$ cat src/fmtc_pkg.sv
// Shared types and constants for the frame marker transition confirmer.
package fmtc_pkg;

	// Default parameter values
	localparam int TIME_WIDTH_DEF = 48;
	localparam int SEQ_WIDTH_DEF  = 32;

	// Fixed field widths
	localparam int MARKER_W = 2;
	localparam int TICKS_W  = 32;
	localparam int COUNT_W  = 8;
	localparam int STATUS_W = 3;

	// Configuration register indexes
	typedef enum logic [0:0] {
		REG_CONFIRM_RUN = 1'b0,
		REG_GUARD_TICKS = 1'b1
	} reg_index_t;

	// Command codes
	typedef enum logic [1:0] {
		CMD_BEGIN   = 2'd0,
		CMD_OBSERVE = 2'd1,
		CMD_CHECK   = 2'd2,
		CMD_SPARE   = 2'd3
	} cmd_t;

	// Result status codes
	typedef enum logic [STATUS_W-1:0] {
		ST_OLD_FRAME = 3'd0,
		ST_DUPLICATE = 3'd1,
		ST_OBSERVING = 3'd2,
		ST_CONFIRMED = 3'd3,
		ST_ARMED     = 3'd4,
		ST_CHECKED   = 3'd5
	} status_t;

	// Reset values of the configuration registers
	localparam logic [COUNT_W-1:0] CONFIRM_RUN_RST = 8'd2;
	localparam logic [TICKS_W-1:0] GUARD_TICKS_RST = '0;

	// Status and flag fields of one result
	typedef struct packed {
		status_t             status;
		logic [MARKER_W-1:0] reported_marker;
		logic                timed_out;
		logic                is_confirmed;
		logic [MARKER_W-1:0] stable_marker;
	} flags_t;

endpackage

$ cat src/fmtc_core.sv
// Confirmer state and the combinational evaluation of one item.
module fmtc_core #(
	parameter int TIME_WIDTH = fmtc_pkg::TIME_WIDTH_DEF,
	parameter int SEQ_WIDTH  = fmtc_pkg::SEQ_WIDTH_DEF
) (
	input  logic                           clk,
	input  logic                           arst_n,
	input  logic                           en,
	input  fmtc_pkg::cmd_t                 cmd,
	input  logic [fmtc_pkg::MARKER_W-1:0]  marker_expected,
	input  logic [TIME_WIDTH-1:0]          event_time,
	input  logic [fmtc_pkg::TICKS_W-1:0]   timeout_ticks,
	input  logic [SEQ_WIDTH-1:0]           frame_seq,
	input  logic [fmtc_pkg::MARKER_W-1:0]  marker_seen,
	input  logic [fmtc_pkg::COUNT_W-1:0]   confirm_run,
	input  logic [fmtc_pkg::TICKS_W-1:0]   guard_ticks,
	output fmtc_pkg::flags_t               flags,
	output logic [TIME_WIDTH-1:0]          confirm_time,
	output logic [TIME_WIDTH-1:0]          select_time
);
	import fmtc_pkg::*;

	localparam int SUM_W = ((TIME_WIDTH > TICKS_W) ? TIME_WIDTH : TICKS_W) + 1;

	// Add ticks to a time, saturating at the all-ones time
	function automatic logic [TIME_WIDTH-1:0] sat_add(
		input logic [TIME_WIDTH-1:0] a,
		input logic [TICKS_W-1:0]    b
	);
		logic [SUM_W-1:0] sum;
		sum = SUM_W'(a) + SUM_W'(b);
		if (|sum[SUM_W-1:TIME_WIDTH])
			return '1;
		return sum[TIME_WIDTH-1:0];
	endfunction

	logic [MARKER_W-1:0]  expected_q, expected_d;
	logic [TIME_WIDTH-1:0] show_q, show_d;
	logic [TIME_WIDTH-1:0] deadline_q, deadline_d;
	logic [COUNT_W-1:0]   match_q, match_d;
	logic                 trans_q, trans_d;
	logic                 conf_q, conf_d;
	logic [SEQ_WIDTH-1:0] seq_q, seq_d;
	logic                 seq_vld_q, seq_vld_d;
	logic [MARKER_W-1:0]  stable_q, stable_d;
	logic                 deadline_hit;

	// Evaluate the item and form the next state
	always_comb begin
		expected_d   = expected_q;
		show_d       = show_q;
		deadline_d   = deadline_q;
		match_d      = match_q;
		trans_d      = trans_q;
		conf_d       = conf_q;
		seq_d        = seq_q;
		seq_vld_d    = seq_vld_q;
		stable_d     = stable_q;
		flags        = '0;
		flags.status = ST_CHECKED;
		confirm_time = '0;
		select_time  = '0;
		deadline_hit = (event_time >= deadline_q);
		unique case (cmd)
			CMD_BEGIN: begin
				expected_d   = marker_expected;
				show_d       = event_time;
				deadline_d   = sat_add(event_time, timeout_ticks);
				match_d      = '0;
				trans_d      = (stable_q == '0);
				conf_d       = 1'b0;
				flags.status = ST_ARMED;
				// New deadline is never below the time; it equals it only here
				deadline_hit = (timeout_ticks == '0) || (&event_time);
			end
			CMD_OBSERVE: begin
				if (event_time < show_q) begin
					flags.status = ST_OLD_FRAME;
				end else if (seq_vld_q && frame_seq == seq_q) begin
					flags.status = ST_DUPLICATE;
				end else begin
					seq_d     = frame_seq;
					seq_vld_d = 1'b1;
					if (stable_q != '0 && marker_seen != stable_q)
						trans_d = 1'b1;
					if (marker_seen != expected_q && marker_seen != '0) begin
						trans_d = 1'b1;
						match_d = '0;
					end else if (marker_seen == expected_q && trans_d) begin
						if (!(&match_q))
							match_d = match_q + 1'b1;
					end else begin
						match_d = '0;
					end
					flags.reported_marker = marker_seen;
					if (trans_d && match_d >= confirm_run) begin
						stable_d     = expected_q;
						conf_d       = 1'b1;
						flags.status = ST_CONFIRMED;
						confirm_time = event_time;
						select_time  = sat_add(event_time, guard_ticks);
					end else begin
						flags.status = ST_OBSERVING;
					end
				end
			end
			default: begin
				// Check and the spare code change no state; they report the timeout, confirmation and stable marker
			end
		endcase
		flags.timed_out     = !conf_d && deadline_hit;
		flags.is_confirmed  = conf_d;
		flags.stable_marker = stable_d;
	end

	// Commit state for each evaluated item
	always_ff @(posedge clk or negedge arst_n) begin
		if (!arst_n) begin
			expected_q <= '0;
			show_q     <= '0;
			deadline_q <= '0;
			match_q    <= '0;
			trans_q    <= 1'b0;
			conf_q     <= 1'b0;
			seq_q      <= '0;
			seq_vld_q  <= 1'b0;
			stable_q   <= '0;
		end else if (en) begin
			expected_q <= expected_d;
			show_q     <= show_d;
			deadline_q <= deadline_d;
			match_q    <= match_d;
			trans_q    <= trans_d;
			conf_q     <= conf_d;
			seq_q      <= seq_d;
			seq_vld_q  <= seq_vld_d;
			stable_q   <= stable_d;
		end
	end

endmodule

$ cat src/frame_marker_transition_confirmer.sv
// Top level: stream ports, configuration registers, input and result registers.
// An accepted item is held in the input register, evaluated by combinational compare
// and count logic, and captured into the result register, from which it shows on m_*.
// Throughput: one item per cycle while m_tready does not stall a waiting result.
// An input register and a result register decouple the two sides, so one more item
// is taken while a finished result waits.
// Reset (arst_n low, asynchronous): no items held, state cleared, the confirmation
// run length back to 2 and guard_ticks to 0.
module frame_marker_transition_confirmer #(
	parameter int TIME_WIDTH = fmtc_pkg::TIME_WIDTH_DEF,
	parameter int SEQ_WIDTH  = fmtc_pkg::SEQ_WIDTH_DEF,
	localparam int IN_BITS   = 2 * fmtc_pkg::MARKER_W + TIME_WIDTH
	                           + fmtc_pkg::TICKS_W + SEQ_WIDTH,
	localparam int IN_W      = ((IN_BITS + 7) / 8) * 8,
	localparam int OUT_BITS  = 2 * fmtc_pkg::MARKER_W + 2 * TIME_WIDTH + 2,
	localparam int OUT_W     = ((OUT_BITS + 7) / 8) * 8
) (
	input  logic                          clk,
	input  logic                          arst_n,
	// Input stream
	input  logic                          s_tvalid,
	output logic                          s_tready,
	// marker_expected, event_time, timeout_ticks, frame_seq, marker_seen
	input  logic [IN_W-1:0]               s_tdata,
	// cmd
	input  logic [1:0]                    s_tuser,
	// Result stream
	output logic                          m_tvalid,
	input  logic                          m_tready,
	// reported_marker, confirm_time, select_time, timed_out, is_confirmed,
	// stable_marker
	output logic [OUT_W-1:0]              m_tdata,
	// status
	output logic [fmtc_pkg::STATUS_W-1:0] m_tuser,
	// Configuration writes
	input  logic                          cfg_valid,
	output logic                          cfg_ready,
	input  logic [0:0]                    cfg_index,
	input  logic [fmtc_pkg::TICKS_W-1:0]  cfg_data
);
	import fmtc_pkg::*;

	localparam int O_TIME = MARKER_W;
	localparam int O_TMO  = O_TIME + TIME_WIDTH;
	localparam int O_SEQ  = O_TMO + TICKS_W;
	localparam int O_SEEN = O_SEQ + SEQ_WIDTH;

	logic [COUNT_W-1:0]    confirm_run_q;
	logic [TICKS_W-1:0]    guard_ticks_q;

	logic                  vld_s1;
	cmd_t                  cmd_s1;
	logic [MARKER_W-1:0]   mexp_s1;
	logic [TIME_WIDTH-1:0] time_s1;
	logic [TICKS_W-1:0]    tmo_s1;
	logic [SEQ_WIDTH-1:0]  seq_s1;
	logic [MARKER_W-1:0]   seen_s1;

	logic                  vld_s2;
	flags_t                flags_s2;
	logic [TIME_WIDTH-1:0] ctime_s2;
	logic [TIME_WIDTH-1:0] stime_s2;

	flags_t                flags;
	logic [TIME_WIDTH-1:0] confirm_time;
	logic [TIME_WIDTH-1:0] select_time;
	logic                  advance;
	logic                  in_xfer;

	assign advance   = vld_s1 && (!vld_s2 || m_tready);
	assign s_tready  = !vld_s1 || advance;
	assign in_xfer   = s_tvalid && s_tready;
	assign cfg_ready = 1'b1;

	// Hold configuration registers
	always_ff @(posedge clk or negedge arst_n) begin
		if (!arst_n) begin
			confirm_run_q <= CONFIRM_RUN_RST;
			guard_ticks_q <= GUARD_TICKS_RST;
		end else if (cfg_valid) begin
			unique case (reg_index_t'(cfg_index))
				REG_CONFIRM_RUN: confirm_run_q <= cfg_data[COUNT_W-1:0];
				REG_GUARD_TICKS: guard_ticks_q <= cfg_data;
				default: ;
			endcase
		end
	end

	// Input register: valid flag
	always_ff @(posedge clk or negedge arst_n) begin
		if (!arst_n)
			vld_s1 <= 1'b0;
		else if (s_tready)
			vld_s1 <= s_tvalid;
	end

	// Input register: unpack the transfer
	always_ff @(posedge clk) begin
		if (in_xfer) begin
			cmd_s1  <= cmd_t'(s_tuser);
			mexp_s1 <= s_tdata[MARKER_W-1:0];
			time_s1 <= s_tdata[O_TMO-1:O_TIME];
			tmo_s1  <= s_tdata[O_SEQ-1:O_TMO];
			seq_s1  <= s_tdata[O_SEEN-1:O_SEQ];
			seen_s1 <= s_tdata[O_SEEN+MARKER_W-1:O_SEEN];
		end
	end

	fmtc_core #(
		.TIME_WIDTH (TIME_WIDTH),
		.SEQ_WIDTH  (SEQ_WIDTH)
	) u_core (
		.clk             (clk),
		.arst_n          (arst_n),
		.en              (advance),
		.cmd             (cmd_s1),
		.marker_expected (mexp_s1),
		.event_time      (time_s1),
		.timeout_ticks   (tmo_s1),
		.frame_seq       (seq_s1),
		.marker_seen     (seen_s1),
		.confirm_run     (confirm_run_q),
		.guard_ticks     (guard_ticks_q),
		.flags           (flags),
		.confirm_time    (confirm_time),
		.select_time     (select_time)
	);

	// Result register: valid flag
	always_ff @(posedge clk or negedge arst_n) begin
		if (!arst_n)
			vld_s2 <= 1'b0;
		else if (!vld_s2 || m_tready)
			vld_s2 <= vld_s1;
	end

	// Result register: capture the evaluated item
	always_ff @(posedge clk) begin
		if (advance) begin
			flags_s2 <= flags;
			ctime_s2 <= confirm_time;
			stime_s2 <= select_time;
		end
	end

	// Pack the result transfer
	assign m_tvalid = vld_s2;
	assign m_tuser  = flags_s2.status;
	assign m_tdata  = OUT_W'({flags_s2.stable_marker, flags_s2.is_confirmed,
	                          flags_s2.timed_out, stime_s2, ctime_s2,
	                          flags_s2.reported_marker});

endmodule

$ cat config.mk
export PLATFORM = sky130hd
export DESIGN_NAME = frame_marker_transition_confirmer
export DESIGN_NICKNAME = d
export VERILOG_FILES = /design/src/fmtc_pkg.sv /design/src/fmtc_core.sv /design/src/frame_marker_transition_confirmer.sv
export SDC_FILE = /design/constraint.sdc
export NUM_CORES = 1
export LEC_CHECK = 0
export BUFFER_PORTS_ARGS = -buffer_cell sky130_fd_sc_hd__buf_2
export CAP_MARGIN = 25
export CORE_AREA = 2 2 270 272
export DETAILED_ROUTE_END_ITERATION = 10
export DIE_AREA = 0 0 272 274
export PLACE_DENSITY = 0.47
export RECOVER_POWER = 25
export SYNTH_ARGS = -nofsm -noshare
export SYNTH_HDL_FRONTEND = slang
export SYNTH_SLANG_ARGS = --single-unit
$ cat constraint.sdc
create_clock -name clk -period 3.5 [get_ports clk]
set_clock_uncertainty 0.1 [all_clocks]
set_input_delay 0.35 -clock clk [delete_from_list [all_inputs] [get_ports clk]]
set_output_delay 0.35 -clock clk [all_outputs]
set_load 0.01 [all_outputs]
Word-level counts from Yosys, hierarchy flattened
Index checks and enable logic that the tools add are counted.
W data, S select, Z words.
{ "op_classes": {"order_cmp": 3, "n_reduce_logical": 29, "n_eq_ne": 7, "bitwise_logic": 5, "n_addsub": 3, "mux": 44} }
{ "op_table": {"columns": ["cell", "count"], "rows": [
  ["$mux W48", 4],
  ["$add A48 B32 Y49", 2],
  ["$mux W8", 8],
  ["$ge A48 B48 Y1", 1],
  ["$lt A48 B48 Y1", 1],
  ["$reduce_and A48 Y1", 1],
  ["$eq A32 B32 Y1", 1],
  ["$logic_not A32 Y1", 1],
  ["$mux W1", 22],
  ["$pmux W8 S2", 1],
  ["$add A8 B1 Y8 const B", 1],
  ["$ge A8 B8 Y1", 1],
  ["$logic_and A1 B1 Y1", 8],
  ["$mux W2", 4],
  ["$reduce_and A4 Y1", 2],
  ["$reduce_and A8 Y1", 1],
  ["$mux W3", 2],
  ["$pmux W3 S2", 1],
  ["$reduce_and A2 Y1", 3],
  ["$reduce_bool A2 Y1", 3],
  ["$not A1 Y1", 5],
  ["$logic_not A2 Y1", 2],
  ["$ne A2 B2 Y1", 2],
  ["$ne A2 B2 Y1 const B", 2],
  ["other kinds (7)", 12]
]} }
{ "word_totals": {"output_inout_bits": 110, "inputBits": 160, "ff_bits": 408, "wordCells": 117} }

Logic depth before layout (Yosys ltp)
Gate-level depths: netlist of run 1.
{ "logic_depth": {"depth_word": 20, "mapped_depth": 16, "mapped_depth_nobuf": 15} }

Cells and area by module
A second synthesis of run 1 with hierarchy kept.
{ "unflattened": {"cells_unflattened": 1934, "area_unflattened_um2": 21813.4} }
{ "modules_own_cells": {"columns": ["module", "area_each_um2", "cells_per_inst", "seq_area_each_um2", "n_inst"], "rows": [
  ["fmtc_core", 13381.6, 1612, 3578.4, 1],
  ["frame_marker_transition_confirmer", 8431.8, 322, 7748.7, 1]
]} }

Worst setup path before layout of run 1
Ideal clock, no wire load.
{ "synth_path": {"kind": "register to register", "from": "reg vld_s2, in the netlist m_tvalid", "to": "reg cmd_s1[0], enable pin", "setup_slack_ns": -0.445, "arrival_ns": 3.354, "stages_incl_launch_ff": 3, "path_buffers": 0, "cell_sequence": "dfrtp_1 -> nand3b_1 -> and2_1"} }
{ "synth_between": {"elab_chain_len": 5} }
{ "synth_rtl": {"columns": ["element", "line_no", "text"], "rows": [
  ["from (decl)", "frame_marker_transition_confirmer.sv:59", "logic vld_s2;"],
  ["from (signal assigned)", "frame_marker_transition_confirmer.sv:134", "vld_s2 <= vld_s1;"],
  ["$logic_not A1 Y1", "frame_marker_transition_confirmer.sv:70", "assign advance = vld_s1 && (!vld_s2 || m_tready);"],
  ["$logic_or A1 B1 Y1", "frame_marker_transition_confirmer.sv:70", null],
  ["$logic_and A1 B1 Y1", "frame_marker_transition_confirmer.sv:70", null],
  ["$logic_or A1 B1 Y1", "frame_marker_transition_confirmer.sv:71", "assign s_tready = !vld_s1 || advance;"],
  ["named net s_tready", "frame_marker_transition_confirmer.sv:22", "output logic s_tready,"],
  ["$logic_and A1 B1 Y1", "frame_marker_transition_confirmer.sv:72", "assign in_xfer = s_tvalid && s_tready;"],
  ["named net in_xfer", "frame_marker_transition_confirmer.sv:68", "logic in_xfer;"],
  ["to (signal assigned)", "frame_marker_transition_confirmer.sv:100", "cmd_s1 <= cmd_t'(s_tuser);"],
  ["to (decl)", "frame_marker_transition_confirmer.sv:52", "cmd_t cmd_s1;"]
]} }
The timed path passes the listed nets, and every way through them passes these cells.
A chain may end at the register's enable or synchronous reset.

Final worst setup path of run 1
{ "layout_path": {"from": "reg time_s1[6]", "to": "reg stime_s2[29] (data pin)"} }
{ "layout_between": {"elab_chain_len": 7, "word_cells_on_any_way": 9} }
{ "layout_rtl": {"columns": ["element", "line_no", "text"], "rows": [
  ["from (decl)", "frame_marker_transition_confirmer.sv:54", "logic [TIME_WIDTH-1:0] time_s1;"],
  ["from (signal assigned)", "frame_marker_transition_confirmer.sv:102", "time_s1 <= s_tdata[O_TMO-1:O_TIME];"],
  ["$add A48 B32 Y49", "fmtc_core.sv:31", "sum = SUM_W'(a) + SUM_W'(b);"],
  ["$mux W1", "fmtc_core.sv:32", "if (|sum[SUM_W-1:TIME_WIDTH])"],
  ["$mux W1", "fmtc_core.sv:96", "if (trans_d && match_d >= confirm_run) begin"],
  ["$mux W1", "fmtc_core.sv:79", "end else if (seq_vld_q && frame_seq == seq_q) begin"],
  ["$mux W1", "fmtc_core.sv:77", "if (event_time < show_q) begin"],
  ["$mux W1", "fmtc_core.sv:64", "unique case (cmd)"],
  ["$mux W48", "fmtc_core.sv:34", "return sum[TIME_WIDTH-1:0];"],
  ["to (signal assigned)", "frame_marker_transition_confirmer.sv:142", "stime_s2 <= select_time;"],
  ["to (decl)", "frame_marker_transition_confirmer.sv:62", "logic [TIME_WIDTH-1:0] stime_s2;"]
]} }
Several ways; a longest one is shown, not always the timed one. The select of a mux whose other input is x is not followed.

==> results of run 1 <==
## critical path: stages (launching register included)
cell	delay (ns)
edfxtp_1	0.49
ha_4	0.34
nand3_2	0.06
or3_4	0.42
a2111oi_4	0.35
o31a_1	0.41
or3_4	0.21
o211ai_4	0.12
nor2_4	0.27
nand2_8	0.15
buf_12	0.17
clkbuf_16	0.17
a21oi_2	0.11
## area by class of cell
class                           instances  area [µm²]
Clock buffer                           63        1380
Clock inverter                         33         335
Fill cell                            6903       42700
Inverter                              125         473
Multi-Input combinational cell       1252        9910
Sequential cell                       408       11300
Tap cell                              959        1200
Timing Repair Buffer                  599        4610
## flip-flops by register name, summed over array words and instances, names as in the netlist, 3 cells and up
signal / count
ctime_s2: 48
u_core.seq_q: 32
u_core.show_q: 48
tmo_s1: 32
u_core.match_q: 8
stime_s2: 48
u_core.deadline_q: 48
time_s1: 48
m_tdata: 6
seq_s1: 32
m_tuser: 3
guard_ticks_q: 32
confirm_run_q: 8
## path summary, 6_finish.rpt
| path | startpoint | endpoint | depth (start not counted) |
|---|---|---|---|
| worst max-delay path | time_s1[6] | stime_s2[29] | 12 |
| worst min-delay path | cfg_index | confirm_run_q[1] | 4 |
| worst max register to register | time_s1[6] | stime_s2[29] | 12 |
| worst min register to register | u_core.seq_vld_q | u_core.seq_vld_q | 1 |
| max in group asynchronous | arst_n | guard_ticks_q[14] | 2 |
| min in group asynchronous | arst_n | u_core.seq_q[6] | 2 |
## layout by cell type (no fill, tap or decap), types with 12 or more instances in the layout
| master | count |
|---|---|
| nor4_1 | 20 |
| clkbuf_16 | 61 |
| buf_12 | 16 |
| edfxtp_1 | 223 |
| nand2b_1 | 16 |
| mux2_2 | 36 |
| nor3_1 | 13 |
| o21ai_1 | 13 |
| xnor2_1 | 29 |
| a21o_1 | 53 |
| nand4_1 | 32 |
| buf_4 | 143 |
| mux2_4 | 34 |
| a21oi_2 | 33 |
| xor2_1 | 74 |
| inv_1 | 121 |
| dfrtp_1 | 184 |
| nor2_1 | 59 |
| a21oi_1 | 87 |
| nand2_1 | 160 |
| ha_4 | 12 |
| dlygate4sd3_1 | 154 |
| clkbuf_1 | 59 |
| buf_2 | 211 |
| nand3_1 | 22 |
| ha_1 | 153 |
| and3_1 | 52 |
| a22oi_1 | 33 |
| a211oi_1 | 14 |
| o21ai_0 | 113 |
## repair_timing
item	in CTS	in global routing
cloned	1	14
pin swaps	3	36
gates resized for setup	14	178
setup endpoints to repair	142	193
hold endpoints to repair	247	0
setup buffers	2	21
hold buffers	154	0
## stage by stage
stage	instances	hold slack [ns]	power (W)	instance area, µm²
after detailed placement	3155	0.360	0.00987	24700
after global placement	3154	0.353	0.00979	24700
after global routing	3439	0.184	0.0167	29200
after CTS	3408	0.0944	0.0156	28100
final	3439	0.154	0.0158	29200
after floorplan	1858	-0.0456	0.00859	21200
## logic make-up (layout without fill, tap and decap cells)
group | after synthesis | after routing | share of synthesized area [%]
other | 2 | 3 | 0.0354
AOI/OAI and AO/OA | 454 | 454 | 13.7
xor gates and xnor gates | 106 | 106 | 4.37
muxes | 76 | 76 | 4.01
and+or+nand+nor | 443 | 443 | 10.4
buffers and inverters | 198 | 820 | 4.00
DFF | 408 | 408 | 53.3
adders and majority gates | 170 | 170 | 10.1
## power by group
part / total (W) / switching [W] / internal, W
logic: 0.00412 / 0.00216 / 0.00197
clock network: 0.00543 / 0.00218 / 0.00325
registers: 0.00623 / 0.000384 / 0.00585
## layer usage
layer,part of all wire (%),up-vias,track usage [%]
met5,0,-,0
met4,2.4,0,4.74
met3,5.6,90,3.70
met2,48,401,28.8
met1,44,8165,22.1
li1,-,7954,-
## Yosys cell counts (all sizes together), types with 19 or more instances
cell and n:
clkbuf 36, xnor2 29, xor2 77, dfrtp 184, o21ai 132, nand2 165, edfxtp 223, mux2 70
nand3 24, buf 37, a21oi 126, and3 54, a22oi 37, ha 168, nor4 22, nor3 19
nand4 32, a21o 53, nor2 64, a211oi 22, inv 125
==> out/results.tsv, run 1 <==
stage	metric	value	unit
timing	Pins Over Slew Limit	124	
timing	Period minus WS final	3.50	ns
synthesis	area of the mapped netlist	21200	µm²
placed_design	I/O Buffers	262	
placed_design	Setup WS pre-CTS	-0.162	ns
clock_network	Num CTS Buffers	51	
synthesis	Synth area leaders	edfxtp_1 32%, dfrtp_1 22%, ha_1 9.9%	
layout	share of post-route cells with drive strength above 1	27.6	%
placed_design	dpl hpwl	45.6	mm
route	via density per instance	4.83	
pwr	P_leak	12.7	nW
worst_setup_path	Req. time, crit path	3.85	ns
die	Initial Util	29.5	%
global_routing	initial antenna violation count	3	
synthesis	Gate Count Post-Synth	1857	
layout	fin util	40.6	%
die	die span in x	272	µm
clock_network	worst skew pair latency	0.60	ns
layout	number of diodes	0	
route	wire per inst	19.7	µm
worst_hold_path	Worst Hold Class	primary input to register	
global_routing	vias in the first global route	16900	
clock_network	CTS max path bufs	3	
flow_run	Max-Cap Viols	2	
clock_network	CTS tree	built	
clock_network	H-tree Lvls	2	
layout	nets	2767	
timing	setup violators final	1	
route	vias post-DR	16600	
pwr	Cell Pwr Density	540	nW/µm²
status	failing checks	capacitance limit, slew limit, setup timing	
synthesis	post-synthesis average cell area	11.4	µm²
status	status	complete, but fails checks	
die	total core area	72000	µm²
synthesis	library cells used by synthesis	84	
synthesis	Yosys warnings	0	
placed_design	RePlAce Congestion	0.877	
timing	RSZ-0062 raised after global routing	yes	
global_routing	Overflow after GRT	0	
timing	Setup WS post-layout	-0.000910	ns
worst_setup_path	Crit. End Element	register	
synthesis	synthesis-stage register bit count	408	
timing	Slew @ Worst Pin	2.81	ns
synthesis	Post-synth ARST share	45.3	%
clock_network	clk slew on worst S/H paths	0.06	ns
die	I/O Pins	270	
die	Die Y	274	µm
clock_network	CTS root buffer	clkbuf_16	
timing	Final Hold Viols	0	
die	row cnt	99	
synthesis	ys flop type	edfxtp_1	
die	Die ar.	74500	µm²
pwr	Worst VDD drop	0.319	mV
synthesis	Seq/Total Area, Yosys	53.3	%
layout	area grow syn2layout	37.7	%
global_routing	Global Route Usage Sum	17.1	%
synthesis	number of synthesized flops with an enable pin	223	
synthesis	post-synth top area cell	edfxtp_1	
worst_setup_path	r2r setup slk	-0.0009	ns
timing	setup TNS	-0.000910	ns
global_routing	largest net degree at the start of global routing	119	
route	DRT iter0 DRCs	783	
worst_setup_path	Crit Path Category	register to register	
route	drt pass-1 iters	5	
timing	f_max	0.286	GHz
worst_setup_path	CP Max Fanout	8	
route	Residual DRC	0	
worst_setup_path	Startpoint Class	register	
global_routing	first-pass GRT wire length	98.3	mm
route	post-route ant nets	0	
clock_network	clock sinks	408	
timing	relative slew slack	-87.4	%
worst_setup_path	Arr. time, crit path	3.85	ns
route	DRT Wirelength	67.7	mm
timing	fin crit share	100	%
synthesis	Synth top area share	31.5	%
Power figures use the tool's default switching activity.
==> run 2, diff against run 1 <==
--- a/config.mk
+++ b/config.mk
@@ -5,12 +5,12 @@
 export SDC_FILE = /design/constraint.sdc
 export NUM_CORES = 1
 export LEC_CHECK = 0
-export BUFFER_PORTS_ARGS = -buffer_cell sky130_fd_sc_hd__buf_2
 export CAP_MARGIN = 25
 export CORE_AREA = 2 2 270 272
 export DETAILED_ROUTE_END_ITERATION = 10
 export DIE_AREA = 0 0 272 274
-export PLACE_DENSITY = 0.47
+export DONT_BUFFER_PORTS = 1
+export PLACE_DENSITY = 0.44
 export RECOVER_POWER = 25
 export SYNTH_ARGS = -nofsm -noshare
 export SYNTH_HDL_FRONTEND = slang
==> run 2 against run 1 <==
The flow finishes with violations (hold timing). Count of clock-buffer cells in the layout is 1 lower. Combinational power is 11% lower. Global-route usage is 0.24 points lower. Utilization is 2.5 points lower. Non-clock buffer count is 273 lower. Final cell count is 7.9% lower. First-iteration DRC count is 7.3% lower. Worst hold slack worse by 0.80 ns. Clock power is 3% higher. Critical path depth stayed put. Largest cell class unchanged.
==> out/results.tsv, run 2 (synthesis results as in run 1) <==
stage	metric	value	unit
worst_setup_path	Crit. End Element	register	
global_routing	vias in the first global route	15600	
die	I/O Pins	270	
clock_network	CTS max path bufs	3	
clock_network	CTS tree	built	
global_routing	Overflow after GRT	0	
pwr	Worst VDD drop	0.410	mV
layout	area grow syn2layout	29.3	%
placed_design	dpl hpwl	45.0	mm
layout	commonest cells after routing, fill and taps aside	223 x edfxtp_1, 183 x dfrtp_1, 162 x ha_1, 160 x nand2_1, 153 x dlygate4sd3_1	
timing	Pins Over Slew Limit	0	
worst_setup_path	CP Max Fanout	6	
global_routing	Global Route Usage Sum	16.8	%
layout	nets	2493	
timing	fin crit share	97.4	%
die	Die ar.	74500	µm²
pwr	Tot Pwr	0.0156	W
global_routing	first-pass GRT wire length	96.0	mm
route	wire per inst	20.3	µm
die	row cnt	99	
die	Initial Util	29.5	%
timing	f_max	0.293	GHz
layout	commonest non-fill, non-tap cell in the layout	edfxtp_1	
worst_setup_path	worst r2r src	time_s1[15]	
worst_setup_path	Startpoint Class	register	
die	Die Y	274	µm
worst_setup_path	Req. time, crit path	3.75	ns
clock_network	clk slew on worst S/H paths	0.06	ns
layout	fin util	38.1	%
route	DRT iter0 DRCs	726	
clock_network	CTS root buffer	clkbuf_16	
clock_network	H-tree Lvls	2	
worst_setup_path	Crit Path Category	register to register	
worst_setup_path	Arr. time, crit path	3.66	ns
worst_setup_path	CP Launch Point	time_s1[15]	
global_routing	largest net degree at the start of global routing	186	
timing	Slew @ Worst Pin	0.888	ns
timing	Setup WS post-layout	0.0896	ns
route	DRT Wirelength	64.3	mm
clock_network	worst skew pair latency	0.62	ns
worst_setup_path	r2r setup slk	0.09	ns
placed_design	RePlAce Congestion	0.859	
worst_setup_path	R2R cell count	12	
route	post-route ant nets	0	
status	status	complete, but fails checks	
timing	hold slack	-0.646	ns
clock_network	Num CTS Buffers	50	
clock_network	# hold bufs at CTS	153	
route	drt pass-1 iters	5	
placed_design	I/O Buffers	0	
global_routing	initial antenna violation count	4	
route	via density per instance	4.84	
status	failing checks	hold timing	
timing	relative slew slack	40.7	%
route	vias post-DR	15300	
placed_design	Setup WS pre-CTS	-0.231	ns
timing	setup violators final	0	
layout	share of post-route cells with drive strength above 1	18.7	%
timing	RSZ-0062 raised after global routing	yes	
timing	Period minus WS final	3.41	ns
flow_run	Max-Cap Viols	0	
worst_setup_path	CP endpoint	m_tdata[101]	
timing	Final Hold Viols	185	
worst_hold_path	Worst Hold Class	primary input to asynchronous set/reset pin	
clock_network	clock sinks	408	
route	Residual DRC	0	
worst_setup_path	RR Endpoint	m_tdata[101]	
pwr	P_leak	11.6	nW
pwr	Cell Pwr Density	567	nW/µm²
die	total core area	72000	µm²
die	die span in x	272	µm
run 2: how the worst min path moves through the flow:
| stage | end | startpoint | slack (ns) |
|---|---|---|---|
| 2_1_floorplan | confirm_run_q[0] | arst_n | -0.05 |
| 3_3_place_gp | guard_ticks_q[20] | arst_n | -0.04 |
| 3_5_place_dp | guard_ticks_q[14] | arst_n | -0.03 |
| 4_1_cts | u_core.expected_q[1] | arst_n | -0.68 |
| 5_1_grt | guard_ticks_q[14] | arst_n | -0.68 |
| 6_report | guard_ticks_q[14] | arst_n | -0.65 |
run 2: critical path: stages (launching register included):
cell	delay (ns)
edfxtp_1	0.43
buf_4	0.21
ha_1	0.33
nand2_1	0.08
nor2_1	0.04
a211oi_1	0.26
o21ai_1	0.15
o31a_1	0.39
or3_4	0.42
o211ai_4	0.16
nor2_4	0.11
nand2_8	0.15
mux2_2	0.34
run 2: area by class of cell:
cell class                 instances  area [µm²]
fill                            7026       44500
sequential                       408       11300
multi-input combinational       1252        9540
timing repair buffer             326        3120
clock buffer                      62        1360
tap                              959        1200
inverter                         125         478
clock inverter                    32         423
antenna                            2        5.00
run 2: through the flow:
| stage | instances | TNS [ns] | cell area [µm²] |
|---|---|---|---|
| 6_report | 3166 | 0 | 27400 |
| 3_5_place_dp | 2889 | -13.16 | 23300 |
| 2_1_floorplan | 1858 | 0 | 21200 |
| 5_1_grt | 3165 | -1.24 | 27400 |
| 4_1_cts | 3143 | -0.00164 | 26800 |
| 3_3_place_gp | 2889 | -7.25 | 23300 |
run 2: metal layers:
metal	global-route usage, %	vias up	share of wire (%)
met5	0	-	0.053
met1	21.7	7481	44
li1	-	7402	-
met3	4.20	88	6.1
met4	4.08	6	2.3
met2	28.3	340	48
run 2: power breakdown:
group / leakage (nW) / switching (W) / internal (W)
clock: 0.858 / 0.00223 / 0.00337
combinational: 6.40 / 0.00191 / 0.00176
sequential: 4.38 / 0.000437 / 0.00585
run 2: repair_timing:
action                     in CTS  in global routing
gates cloned                    1                  3
buffers inserted                6                 20
hold endpoints to repair      345                185
resized for setup              20                 92
setup endpoints to repair     173                179
pin swaps                       6                 21
